[src/rtl/mnad_pkg.sv]
// Shared types and constants of the motion / no-motion alert detector.
package mnad_pkg;

	localparam int WindowDepth      = 30;
	localparam int SamplesPerSecond = 100;
	localparam int PosW             = $clog2(WindowDepth);
	localparam int FillW            = $clog2(WindowDepth + 1);

	localparam logic [31:0] LevelStart = 32'h7FFF_FFFF;
	localparam logic [23:0] TickMax    = 24'hFF_FFFF;
	localparam logic [31:0] Ticks10s   = 32'(10 * SamplesPerSecond);
	localparam logic [31:0] Ticks1s    = 32'(1 * SamplesPerSecond);
	localparam logic [31:0] Ticks3s    = 32'(3 * SamplesPerSecond);

	typedef enum logic [2:0] {
		OP_SAMPLE = 3'd0,
		OP_CHECK  = 3'd1,
		OP_REARM_M = 3'd2,
		OP_REARM_N = 3'd3,
		OP_RESTART_N = 3'd4
	} op_t;

	typedef enum logic [2:0] {
		CFG_M_EN    = 3'd0,
		CFG_N_EN    = 3'd1,
		CFG_TH_HIGH = 3'd2,
		CFG_TH_LOW  = 3'd3,
		CFG_M_SETUP = 3'd4,
		CFG_M_ACT   = 3'd5,
		CFG_N_SECS  = 3'd6
	} cfg_idx_t;

	localparam logic [1:0] EV_NONE   = 2'd0;
	localparam logic [1:0] EV_MOTION = 2'd1;
	localparam logic [1:0] EV_NOMOT  = 2'd2;

	// Controller commands to the datapath
	typedef struct packed {
		logic load;      // capture input item, write window entry
		logic scan_clr;  // start min/max scan
		logic scan_step; // read one window entry
		logic scan_acc;  // fold registered entry into min/max
		logic finish;    // update level, run alert machines, form result
	} mnad_cmd_t;

	// Datapath status to the controller
	typedef struct packed {
		logic is_sample;
		logic full_before;
		logic scan_last;
	} mnad_sts_t;

endpackage

[src/rtl/mnad_ctrl.sv]
// Sequencing controller: load, window scan, finish, output handshake.
module mnad_ctrl (
	input  logic                clk,
	input  logic                arst_n,
	input  logic                in_valid,
	output logic                in_ready,
	output logic                out_valid,
	input  logic                out_ready,
	output mnad_pkg::mnad_cmd_t cmd,
	input  mnad_pkg::mnad_sts_t sts
);
	import mnad_pkg::*;

	typedef enum logic [2:0] {
		ST_IDLE, ST_DECIDE, ST_SCAN, ST_DRAIN, ST_FINISH
	} st_t;

	st_t  state_q;
	logic out_valid_q;

	// Take a new request only when the result register is empty or being read
	assign in_ready  = (state_q == ST_IDLE) && (!out_valid_q || out_ready);
	assign out_valid = out_valid_q;

	always_comb begin
		cmd = '0;
		cmd.load = in_valid && in_ready;
		unique case (state_q)
			ST_DECIDE: cmd.scan_clr = sts.is_sample && sts.full_before;
			ST_SCAN: begin
				cmd.scan_step = 1'b1;
				cmd.scan_acc  = 1'b1;
			end
			ST_DRAIN:  cmd.scan_acc = 1'b1;
			ST_FINISH: cmd.finish = 1'b1;
			default: ;
		endcase
	end

	always_ff @(posedge clk or negedge arst_n) begin
		if (!arst_n) begin
			state_q     <= ST_IDLE;
			out_valid_q <= 1'b0;
		end else begin
			if (out_valid_q && out_ready)
				out_valid_q <= 1'b0;
			unique case (state_q)
				ST_IDLE:   if (cmd.load) state_q <= ST_DECIDE;
				ST_DECIDE: state_q <= (sts.is_sample && sts.full_before) ? ST_SCAN : ST_FINISH;
				ST_SCAN:   if (sts.scan_last) state_q <= ST_DRAIN;
				ST_DRAIN:  state_q <= ST_FINISH;
				ST_FINISH: begin
					state_q     <= ST_IDLE;
					out_valid_q <= 1'b1;
				end
				default:   state_q <= ST_IDLE;
			endcase
		end
	end

endmodule

[src/rtl/mnad_datapath.sv]
// Datapath: magnitude window memory, min/max scan, level, alert machines.
module mnad_datapath (
	input  logic                clk,
	input  logic                arst_n,
	input  logic                cfg_we,
	input  logic [2:0]          cfg_index,
	input  logic [31:0]         cfg_data,
	input  logic [2:0]          in_operation,
	input  logic [15:0]         in_x,
	input  logic [15:0]         in_y,
	input  logic [15:0]         in_z,
	input  logic [31:0]         in_now,
	input  mnad_pkg::mnad_cmd_t cmd,
	output mnad_pkg::mnad_sts_t sts,
	output logic [47:0]         res_data
);
	import mnad_pkg::*;

	// config registers
	logic        m_en_q, n_en_q;
	logic [31:0] th_high_q, th_low_q;
	logic [15:0] m_setup_q, m_act_q, n_secs_q;

	always_ff @(posedge clk or negedge arst_n) begin
		if (!arst_n) begin
			m_en_q    <= 1'b0;
			n_en_q    <= 1'b0;
			th_high_q <= 32'd100000;
			th_low_q  <= 32'd50000;
			m_setup_q <= 16'd10;
			m_act_q   <= 16'd5;
			n_secs_q  <= 16'd60;
		end else if (cfg_we) begin
			unique case (cfg_index)
				CFG_M_EN:    m_en_q    <= cfg_data[0];
				CFG_N_EN:    n_en_q    <= cfg_data[0];
				CFG_TH_HIGH: th_high_q <= cfg_data;
				CFG_TH_LOW:  th_low_q  <= cfg_data;
				CFG_M_SETUP: m_setup_q <= cfg_data[15:0];
				CFG_M_ACT:   m_act_q   <= cfg_data[15:0];
				CFG_N_SECS:  n_secs_q  <= cfg_data[15:0];
				default: ;
			endcase
		end
	end

	// captured item
	logic [2:0]  op_q;
	logic [31:0] now_q;
	logic [15:0] ax, ay, az;
	logic [31:0] sqx, sqy, sqz;

	// abs of signed 16-bit fits 16 bits unsigned (0x8000 -> 32768)
	assign ax  = in_x[15] ? 16'(-in_x) : in_x;
	assign ay  = in_y[15] ? 16'(-in_y) : in_y;
	assign az  = in_z[15] ? 16'(-in_z) : in_z;
	assign sqx = ax * ax;
	assign sqy = ay * ay;
	assign sqz = az * az;

	// window memory
	logic [31:0]      win_mem [WindowDepth];
	logic [PosW-1:0]  wpos_q, rd_idx_q;
	logic [FillW-1:0] fill_q;
	logic [31:0]      rd_data_q, hi_q, lo_q;
	logic             first_q;
	logic             full_before;

	assign full_before = (fill_q == FillW'(WindowDepth));

	// memory write (at load) and registered read (during scan)
	always_ff @(posedge clk) begin
		if (cmd.load && in_operation == OP_SAMPLE)
			win_mem[wpos_q] <= sqx + sqy + sqz;
		if (cmd.scan_step)
			rd_data_q <= win_mem[rd_idx_q];
		if (cmd.load) begin
			op_q  <= in_operation;
			now_q <= in_now;
		end
	end

	assign sts.is_sample   = (op_q == OP_SAMPLE);
	assign sts.full_before = full_before;
	assign sts.scan_last   = (rd_idx_q == PosW'(WindowDepth - 1));

	// scan index, min/max accumulation
	logic acc_valid_q;
	always_ff @(posedge clk or negedge arst_n) begin
		if (!arst_n) begin
			rd_idx_q    <= '0;
			acc_valid_q <= 1'b0;
			first_q     <= 1'b1;
			hi_q        <= '0;
			lo_q        <= '0;
		end else begin
			acc_valid_q <= cmd.scan_step;
			if (cmd.scan_clr) begin
				rd_idx_q <= '0;
				first_q  <= 1'b1;
			end else if (cmd.scan_step && !sts.scan_last)
				rd_idx_q <= rd_idx_q + PosW'(1);
			if (cmd.scan_acc && acc_valid_q) begin
				first_q <= 1'b0;
				if (first_q || rd_data_q > hi_q) hi_q <= rd_data_q;
				if (first_q || rd_data_q < lo_q) lo_q <= rd_data_q;
			end
		end
	end

	// alert state
	logic [31:0] level_q, m_since_q, n_since_q;
	logic [2:0]  m_st_q;
	logic [1:0]  n_st_q;
	logic [23:0] m_ticks_q, q_ticks_q, nq_ticks_q, nm_ticks_q;
	logic        latched_q;

	// next-state logic for the finish step
	logic [31:0] lv;
	logic [32:0] lv_sum;
	logic        high, low;
	logic [31:0] level_d, m_since_d, n_since_d;
	logic [2:0]  m_st_d;
	logic [1:0]  n_st_d, ev_d;
	logic [23:0] m_ticks_d, q_ticks_d, nq_ticks_d, nm_ticks_d;
	logic        latched_d;
	logic [23:0] mt_inc, qt_inc, nqt_inc, nmt_inc;
	logic        do_update;

	assign lv_sum  = {1'b0, level_q} + {1'b0, hi_q - lo_q};
	assign mt_inc  = (m_ticks_q == TickMax) ? TickMax : m_ticks_q + 24'd1;
	assign qt_inc  = (q_ticks_q == TickMax) ? TickMax : q_ticks_q + 24'd1;
	assign nqt_inc = (nq_ticks_q == TickMax) ? TickMax : nq_ticks_q + 24'd1;
	assign nmt_inc = (nm_ticks_q == TickMax) ? TickMax : nm_ticks_q + 24'd1;

	always_comb begin
		level_d = level_q; m_since_d = m_since_q; n_since_d = n_since_q;
		m_st_d = m_st_q; n_st_d = n_st_q; ev_d = EV_NONE;
		m_ticks_d = m_ticks_q; q_ticks_d = q_ticks_q;
		nq_ticks_d = nq_ticks_q; nm_ticks_d = nm_ticks_q; latched_d = latched_q;
		do_update = (op_q == OP_SAMPLE) && full_before;
		lv   = do_update ? lv_sum[32:1] : level_q;
		high = lv > th_high_q;
		low  = lv < th_low_q;
		case (op_q)
			OP_SAMPLE: if (do_update) begin
				level_d = lv;
				if (m_en_q) begin
					case (m_st_q)
						3'd1: begin
							q_ticks_d = qt_inc;
							if (high) begin q_ticks_d = '0; m_since_d = now_q; end
						end
						3'd2: if (high) begin m_ticks_d = '0; m_st_d = 3'd3; end
						3'd3: begin
							m_ticks_d = mt_inc;
							if (high) q_ticks_d = '0;
							else if (low) q_ticks_d = qt_inc;
							if ({8'd0, q_ticks_d} >= Ticks10s) m_st_d = 3'd0;
							else if ({8'd0, m_ticks_d} >= 32'(m_act_q) * 32'(SamplesPerSecond)) begin
								m_st_d = 3'd4; ev_d = EV_MOTION;
							end
						end
						3'd4: m_st_d = 3'd0;
						default: begin
							m_ticks_d = '0; q_ticks_d = '0; m_since_d = now_q; m_st_d = 3'd1;
						end
					endcase
				end
				if (n_en_q) begin
					case (n_st_q)
						2'd1: if (high) begin nq_ticks_d = '0; n_since_d = now_q; end
						2'd2: if (high) begin n_st_d = 2'd3; nq_ticks_d = '0; nm_ticks_d = '0; end
						2'd3: begin
							nm_ticks_d = nmt_inc;
							if (high) nq_ticks_d = '0;
							else if (low) nq_ticks_d = nqt_inc;
							if ({8'd0, nq_ticks_d} >= Ticks1s) n_st_d = 2'd2;
							else if ({8'd0, nm_ticks_d} >= Ticks3s) begin
								latched_d = 1'b0; n_st_d = 2'd0;
							end
						end
						default: begin
							nq_ticks_d = '0;
							if (!latched_q) begin n_since_d = now_q; n_st_d = 2'd1; end
							else n_st_d = 2'd2;
						end
					endcase
				end
			end
			OP_CHECK: begin
				if (n_en_q) begin
					if (n_st_q == 2'd1 && (now_q - n_since_q) >= 32'(n_secs_q)) n_st_d = 2'd2;
					else if (n_st_q == 2'd2 && !latched_q) begin
						latched_d = 1'b1; ev_d = EV_NOMOT;
					end
				end
				if (m_en_q && m_st_q == 3'd1 && (now_q - m_since_q) >= 32'(m_setup_q))
					m_st_d = 3'd2;
			end
			OP_REARM_M:   m_st_d = 3'd0;
			OP_REARM_N:   begin n_st_d = 2'd0; latched_d = 1'b0; end
			OP_RESTART_N: n_st_d = 2'd0;
			default: ;
		endcase
	end

	always_ff @(posedge clk or negedge arst_n) begin
		if (!arst_n) begin
			wpos_q <= '0; fill_q <= '0; level_q <= LevelStart;
			m_st_q <= '0; n_st_q <= '0; m_ticks_q <= '0; q_ticks_q <= '0;
			nq_ticks_q <= '0; nm_ticks_q <= '0; m_since_q <= '0; n_since_q <= '0;
			latched_q <= 1'b0;
		end else begin
			if (cmd.load && in_operation == OP_SAMPLE)
				wpos_q <= (wpos_q == PosW'(WindowDepth - 1)) ? '0 : wpos_q + PosW'(1);
			if (cmd.finish) begin
				if (op_q == OP_SAMPLE && !full_before) fill_q <= fill_q + FillW'(1);
				level_q <= level_d; m_st_q <= m_st_d; n_st_q <= n_st_d;
				m_ticks_q <= m_ticks_d; q_ticks_q <= q_ticks_d;
				nq_ticks_q <= nq_ticks_d; nm_ticks_q <= nm_ticks_d;
				m_since_q <= m_since_d; n_since_q <= n_since_d;
				latched_q <= latched_d;
			end
		end
	end

	// result from the post-update state, valid during the finish step
	// fields from low bit: event, mphase, nphase, latched, level, full
	logic [2:0] m_phase;
	logic       full_after;
	assign m_phase    = (m_st_d > 3'd4) ? 3'd0 : m_st_d;
	assign full_after = full_before ||
		(op_q == OP_SAMPLE && fill_q == FillW'(WindowDepth - 1));
	assign res_data   = {7'd0, full_after, level_d, latched_d, n_st_d, m_phase, ev_d};

endmodule

[src/rtl/motion_nomotion_alert_detector_core.sv]
// Top level of the motion / no-motion alert detector.
//  channel  | dir | fields
//  s_axis   | in  | tdata: operation[2:0] x[18:3] y[34:19] z[50:35] now[82:51]
//  m_axis   | out | tdata: event[1:0] mphase[4:2] nphase[6:5] active[7] level[39:8] full[40]
//  cfg      | in  | cfg_we, cfg_index, cfg_data
// A sample with a full window passes from accept through decide, a 30-entry scan
// with one memory read a cycle, drain and finish back to idle; other requests
// go from decide straight to finish. One request is in work at a time.
// A new request enters only when the result register is empty or being read.
// Reset clears control, level and alert state; the window memory is not cleared.
module motion_nomotion_alert_detector_core (
	input  logic        clk,
	input  logic        arst_n,
	input  logic        cfg_we,
	input  logic [2:0]  cfg_index,
	input  logic [31:0] cfg_data,
	input  logic        s_axis_tvalid,
	output logic        s_axis_tready,
	input  logic [87:0] s_axis_tdata,  // operation, accel_x, accel_y, accel_z, now_seconds
	output logic        m_axis_tvalid,
	input  logic        m_axis_tready,
	output logic [47:0] m_axis_tdata   // alert_event, motion_phase, nomotion_phase, active, level, full
);
	import mnad_pkg::*;

	mnad_cmd_t   cmd;
	mnad_sts_t   sts;
	logic [47:0] res;

	mnad_ctrl u_ctrl (
		.clk, .arst_n,
		.in_valid(s_axis_tvalid), .in_ready(s_axis_tready),
		.out_valid(m_axis_tvalid), .out_ready(m_axis_tready),
		.cmd, .sts
	);

	mnad_datapath u_dp (
		.clk, .arst_n, .cfg_we, .cfg_index, .cfg_data,
		.in_operation(s_axis_tdata[2:0]),
		.in_x(s_axis_tdata[18:3]), .in_y(s_axis_tdata[34:19]),
		.in_z(s_axis_tdata[50:35]), .in_now(s_axis_tdata[82:51]),
		.cmd, .sts, .res_data(res)
	);

	logic [47:0] out_q;
	always_ff @(posedge clk) begin
		if (cmd.finish) out_q <= res;
	end
	assign m_axis_tdata = out_q;

	logic unused_pad;
	assign unused_pad = ^s_axis_tdata[87:83];

	a_one_cmd: assert property (@(posedge clk) disable iff (!arst_n)
		$onehot0({cmd.load, cmd.scan_step, cmd.finish}))
		else $error("overlapping controller commands");
	a_no_scan_idle: assert property (@(posedge clk) disable iff (!arst_n)
		s_axis_tready |-> !cmd.scan_step)
		else $error("scan while accepting");
	a_result_after_finish: assert property (@(posedge clk) disable iff (!arst_n)
		cmd.finish |=> m_axis_tvalid)
		else $error("result not presented");

endmodule

[config.mk]
export PLATFORM = sky130hd
export DESIGN_NAME = motion_nomotion_alert_detector_core
export DESIGN_NICKNAME = d
export VERILOG_FILES = /design/src/rtl/mnad_pkg.sv /design/src/rtl/mnad_ctrl.sv /design/src/rtl/mnad_datapath.sv /design/src/rtl/motion_nomotion_alert_detector_core.sv
export SDC_FILE = /design/constraint.sdc
export NUM_CORES = 2
export LEC_CHECK = 0
export ABC_AREA = 0
export BUFFER_PORTS_ARGS = -buffer_cell sky130_fd_sc_hd__buf_2
export CORE_MARGIN = 1.5
export CORE_UTILIZATION = 64
export CTS_CLUSTER_SIZE = 10
export DETAILED_ROUTE_END_ITERATION = 16
export GPL_ROUTABILITY_DRIVEN = 0
export PLACE_DENSITY = 0.81
export SETUP_SLACK_MARGIN = 0.02
export SYNTH_ARGS = -nofsm -noshare
export SYNTH_HDL_FRONTEND = slang
export SYNTH_SLANG_ARGS = --single-unit
[constraint.sdc]
create_clock -name clk -period 10.75 [get_ports clk]
set_input_delay 0.5375 -clock clk [delete_from_list [all_inputs] [get_ports clk]]
set_output_delay 0.5375 -clock clk [all_outputs]
set_load 0.05 [all_outputs]
==> metrics.txt <==
synthesized netlist cell count=7525; result of the run=finished, violations left; antenna violations before repair=15; wire length of the first global-routing pass=approximately 380000 um; die area=around 0.15 sq mm; cell type with the highest aggregate area in the netlist=sky130_fd_sc_hd__edfxtp_1; share of flip-flops with an asynchronous set or reset=0.271; cell family contributing the most delay on the critical path=adder cells; netlist area before placement=0.0935 sq mm; slew margin rel.=0.0903; Longest Clk Path Bufs=3; post-layout util=0.712; number of vias after detailed routing=63400; Starting Density=0.643; TritonRoute pass-1 iters=7; final wirelength=252000 um; min cycle time layout=11.34 ns; number of violations reported at the end of detailed-routing iteration 0=6668; Worst-Margin Slew=1.36 ns; startpoint type of the worst setup path=primary input; Root Buffer=sky130_fd_sc_hd__clkbuf_16; Yosys warning total=0; Setup Crit Path Kind=in2reg; post-route worst hold slack=0.0446 ns; top-area cell type share of the netlist area=0.343; violations in the final reports=negative setup slack; number of primary I/O pins=178; core footprint=0.145 sq mm; crit path max-delay cell type=sky130_fd_sc_hd__a21oi_1; count leader, synth=sky130_fd_sc_hd__inv_1; insertion delay of the later-clocked pin in the worst-skew pair=0.82 ns; GRT Util Overall=0.342; Synth area leaders=sky130_fd_sc_hd__edfxtp_1, sky130_fd_sc_hd__fa_1, sky130_fd_sc_hd__dfrtp_1, sky130_fd_sc_hd__ha_1, sky130_fd_sc_hd__mux4_2; Post-Route Setup TNS=-26.00 ns; Fmax=88.2 MHz; final setup slack of the worst path=-0.591 ns; overall overflow remaining after global route=0; Critical Path Fanout Max=30; synth-to-layout area growth=10.7%; final setup violation count=90; final max-slew violation count=0; final hold violation count=0; number of clock buffers inserted by TritonCTS=168; clock skew=0.0459 ns; antenna-violating nets left=0; half-perimeter wire length after placement=between 150000 and 200000 um; number of H-tree levels=4; fraction of layout cells with a size suffix above 1=0.161; via density per instance=6.38; number of register bits inferred by synthesis=1465; dominant cell type by count on the critical path=sky130_fd_sc_hd__fa_1; I/O Buffers=roughly 170; proportion of synthesized chip area in sequential cells=0.450; die width=385 um; count of buffering cells on the critical path with inverters included=8; share of the clock period used by the worst path=1.05; DRC errors left=0; Slowest Stage Delay on Critical Path=0.72 ns; final net count=9306; clock sink count=1465; largest net degree at the start of global routing=146; Hold WC Path Type=in2reg; clock tree from TritonCTS=done; max cap viols=0; count of cell types in the netlist=100; post-place setup slack=-0.329 ns; top cell types by occurrence after synthesis=sky130_fd_sc_hd__inv_1, sky130_fd_sc_hd__edfxtp_1, sky130_fd_sc_hd__ha_1, sky130_fd_sc_hd__fa_1, sky130_fd_sc_hd__nand2_1; number of standard-cell rows in the floorplan=140; Mapped Avg Cell Area=~12 sq um; Fillers=9165; crit end category=flip-flop; Die Y-Extent=385 um; data required time of the critical path=11.16 ns; post-DR wirelength/cell=around 25 um; register clock-pin slew on the reported worst setup and hold paths=0.06 ns; most common flop cell mapped by yosys=sky130_fd_sc_hd__edfxtp_1; number of synthesized flops with an enable pin=1068; signal arrival time at the worst endpoint=around 12 ns; number of global-route vias before repair=between 60000 and 70000
sequential cells by signal (all words and copies together), names as in the netlist, 3 cells and up:
| name | count |
|---|---|
| u_dp.level_q | 32 |
| u_dp.m_act_q | 16 |
| u_dp.th_high_q | 32 |
| u_dp.m_ticks_q | 24 |
| u_dp.win_mem | 960 |
| u_dp.th_low_q | 32 |
| u_ctrl.state_q | 3 |
| u_dp.hi_q | 32 |
| u_dp.m_setup_q | 16 |
| u_dp.now_q | 32 |
| u_dp.nq_ticks_q | 24 |
| u_dp.lo_q | 32 |
| u_dp.rd_idx_q | 5 |
| u_dp.wpos_q | 5 |
| u_dp.q_ticks_q | 24 |
| u_dp.m_st_q | 3 |
| u_dp.fill_q | 5 |
| u_dp.rd_data_q | 32 |
| u_dp.m_since_q | 32 |
| u_dp.nm_ticks_q | 24 |
| u_dp.op_q | 3 |
| m_axis_tdata | 41 |
| u_dp.n_secs_q | 16 |
| u_dp.n_since_q | 32 |
logic make-up after synthesis:
group | count (synthesis) | share of synthesized area
buffers and inverters | 1400 | 0.0570
adders and majority gates | 1258 | 0.219
DFF | 1465 | 0.450
and+or+nand+nor | 1563 | 0.0782
AOI/OAI and AO/OA | 1042 | 0.0720
xor gates and xnor gates | 238 | 0.0223
muxes | 557 | 0.102
other | 2 | 0.0000803
per-layer routing:
metal  up-vias  routed length (um)  global-route usage
li1      27000                   -                   -
met1     31500               86800               0.419
met2      3825              124000               0.573
met3      1019               26800              0.0831
met4         8               14500               0.163
met5         -                  56             0.00390
layout make-up:
| type | instances | area (sq um) | area share |
|---|---|---|---|
| sequential | 1465 | 42100 | 0.407 |
| clock inverter | 20 | 324 | 0.00313 |
| inverter | 1169 | 4390 | 0.0424 |
| timing repair buffer | 411 | 2840 | 0.0274 |
| antenna | 12 | 30.0 | 0.000290 |
| tap | 1917 | 2400 | 0.0232 |
| multi-input combinational | 4705 | 46900 | 0.453 |
| clock buffer | 236 | 4570 | 0.0442 |
worst paths after layout:
path,slack [ns],startpoint,cells after the start,endpoint
worst max-delay path,-0.59,s_axis_tdata[3],35,u_dp.win_mem[13][28]$_DFFE_PP_
worst min-delay path,0.04,cfg_data[9],3,u_dp.th_high_q[9]$_DFFE_PN1P_
worst max register to register,1.62,u_dp.hi_q[0]$_DFFE_PN0P_,36,m_axis_tdata[5]$_DFFE_PP_
worst min register to register,0.48,u_dp.level_q[10]$_DFFE_PN1P_,2,u_dp.level_q[10]$_DFFE_PN1P_
max in group asynchronous,8.09,arst_n,4,u_dp.th_low_q[24]$_DFFE_PN0P_
min in group asynchronous,0.44,arst_n,2,u_dp.n_since_q[13]$_DFFE_PN0P_
tightest hold or removal path: cells and delay by family:
kind / cells / cell delay [ns]
buffers and inverters: 1 / 0.16
AO/OA/AOI/OAI: 1 / 0.07
AND/OR/NAND/NOR: 1 / 0.06
stage by stage:
stage	cell area, sq um	cells
global placement	97900	9614
detailed placement	97900	9614
global route	103000	9930
finish	103000	9935
floorplan	93600	7568
CTS	103000	9920
layout by cell type (no fill, tap or decap), drive strengths merged, types with 26 or more instances in the layout:
master / instances
o21a: 42
buf: 361
a31oi: 29
and2: 37
nand2: 539
a21o: 115
or3: 32
edfxtp: 1068
o31ai: 26
conb: 45
nor2b: 38
fa: 627
dfrtp: 345
dfstp: 52
clkinv: 28
ha: 631
xor2: 89
and3: 52
dlygate4sd3: 50
nand2b: 63
o21ai: 303
nor3: 65
a211oi: 43
a21oi: 260
a22o: 33
clkbuf: 236
nand4: 69
nor2: 455
nand3: 106
inv: 1160
xnor2: 151
mux4: 288
mux2: 255
what timing repair did:
| action | CTS | global route |
|---|---|---|
| cloned | 0 | 2 |
| gates resized for setup | 1 | 10 |
| pin swaps | 0 | 2 |
| hold endpoints to repair | 168 | 0 |
| setup buffers | 0 | 0 |
| hold buffers | 50 | 0 |
| endpoints found under the setup margin | 23 | 150 |
Power is left out: the tool's default activity adds up to more than one toggle a clock period on the data nets, which glitch-free logic cannot reach.
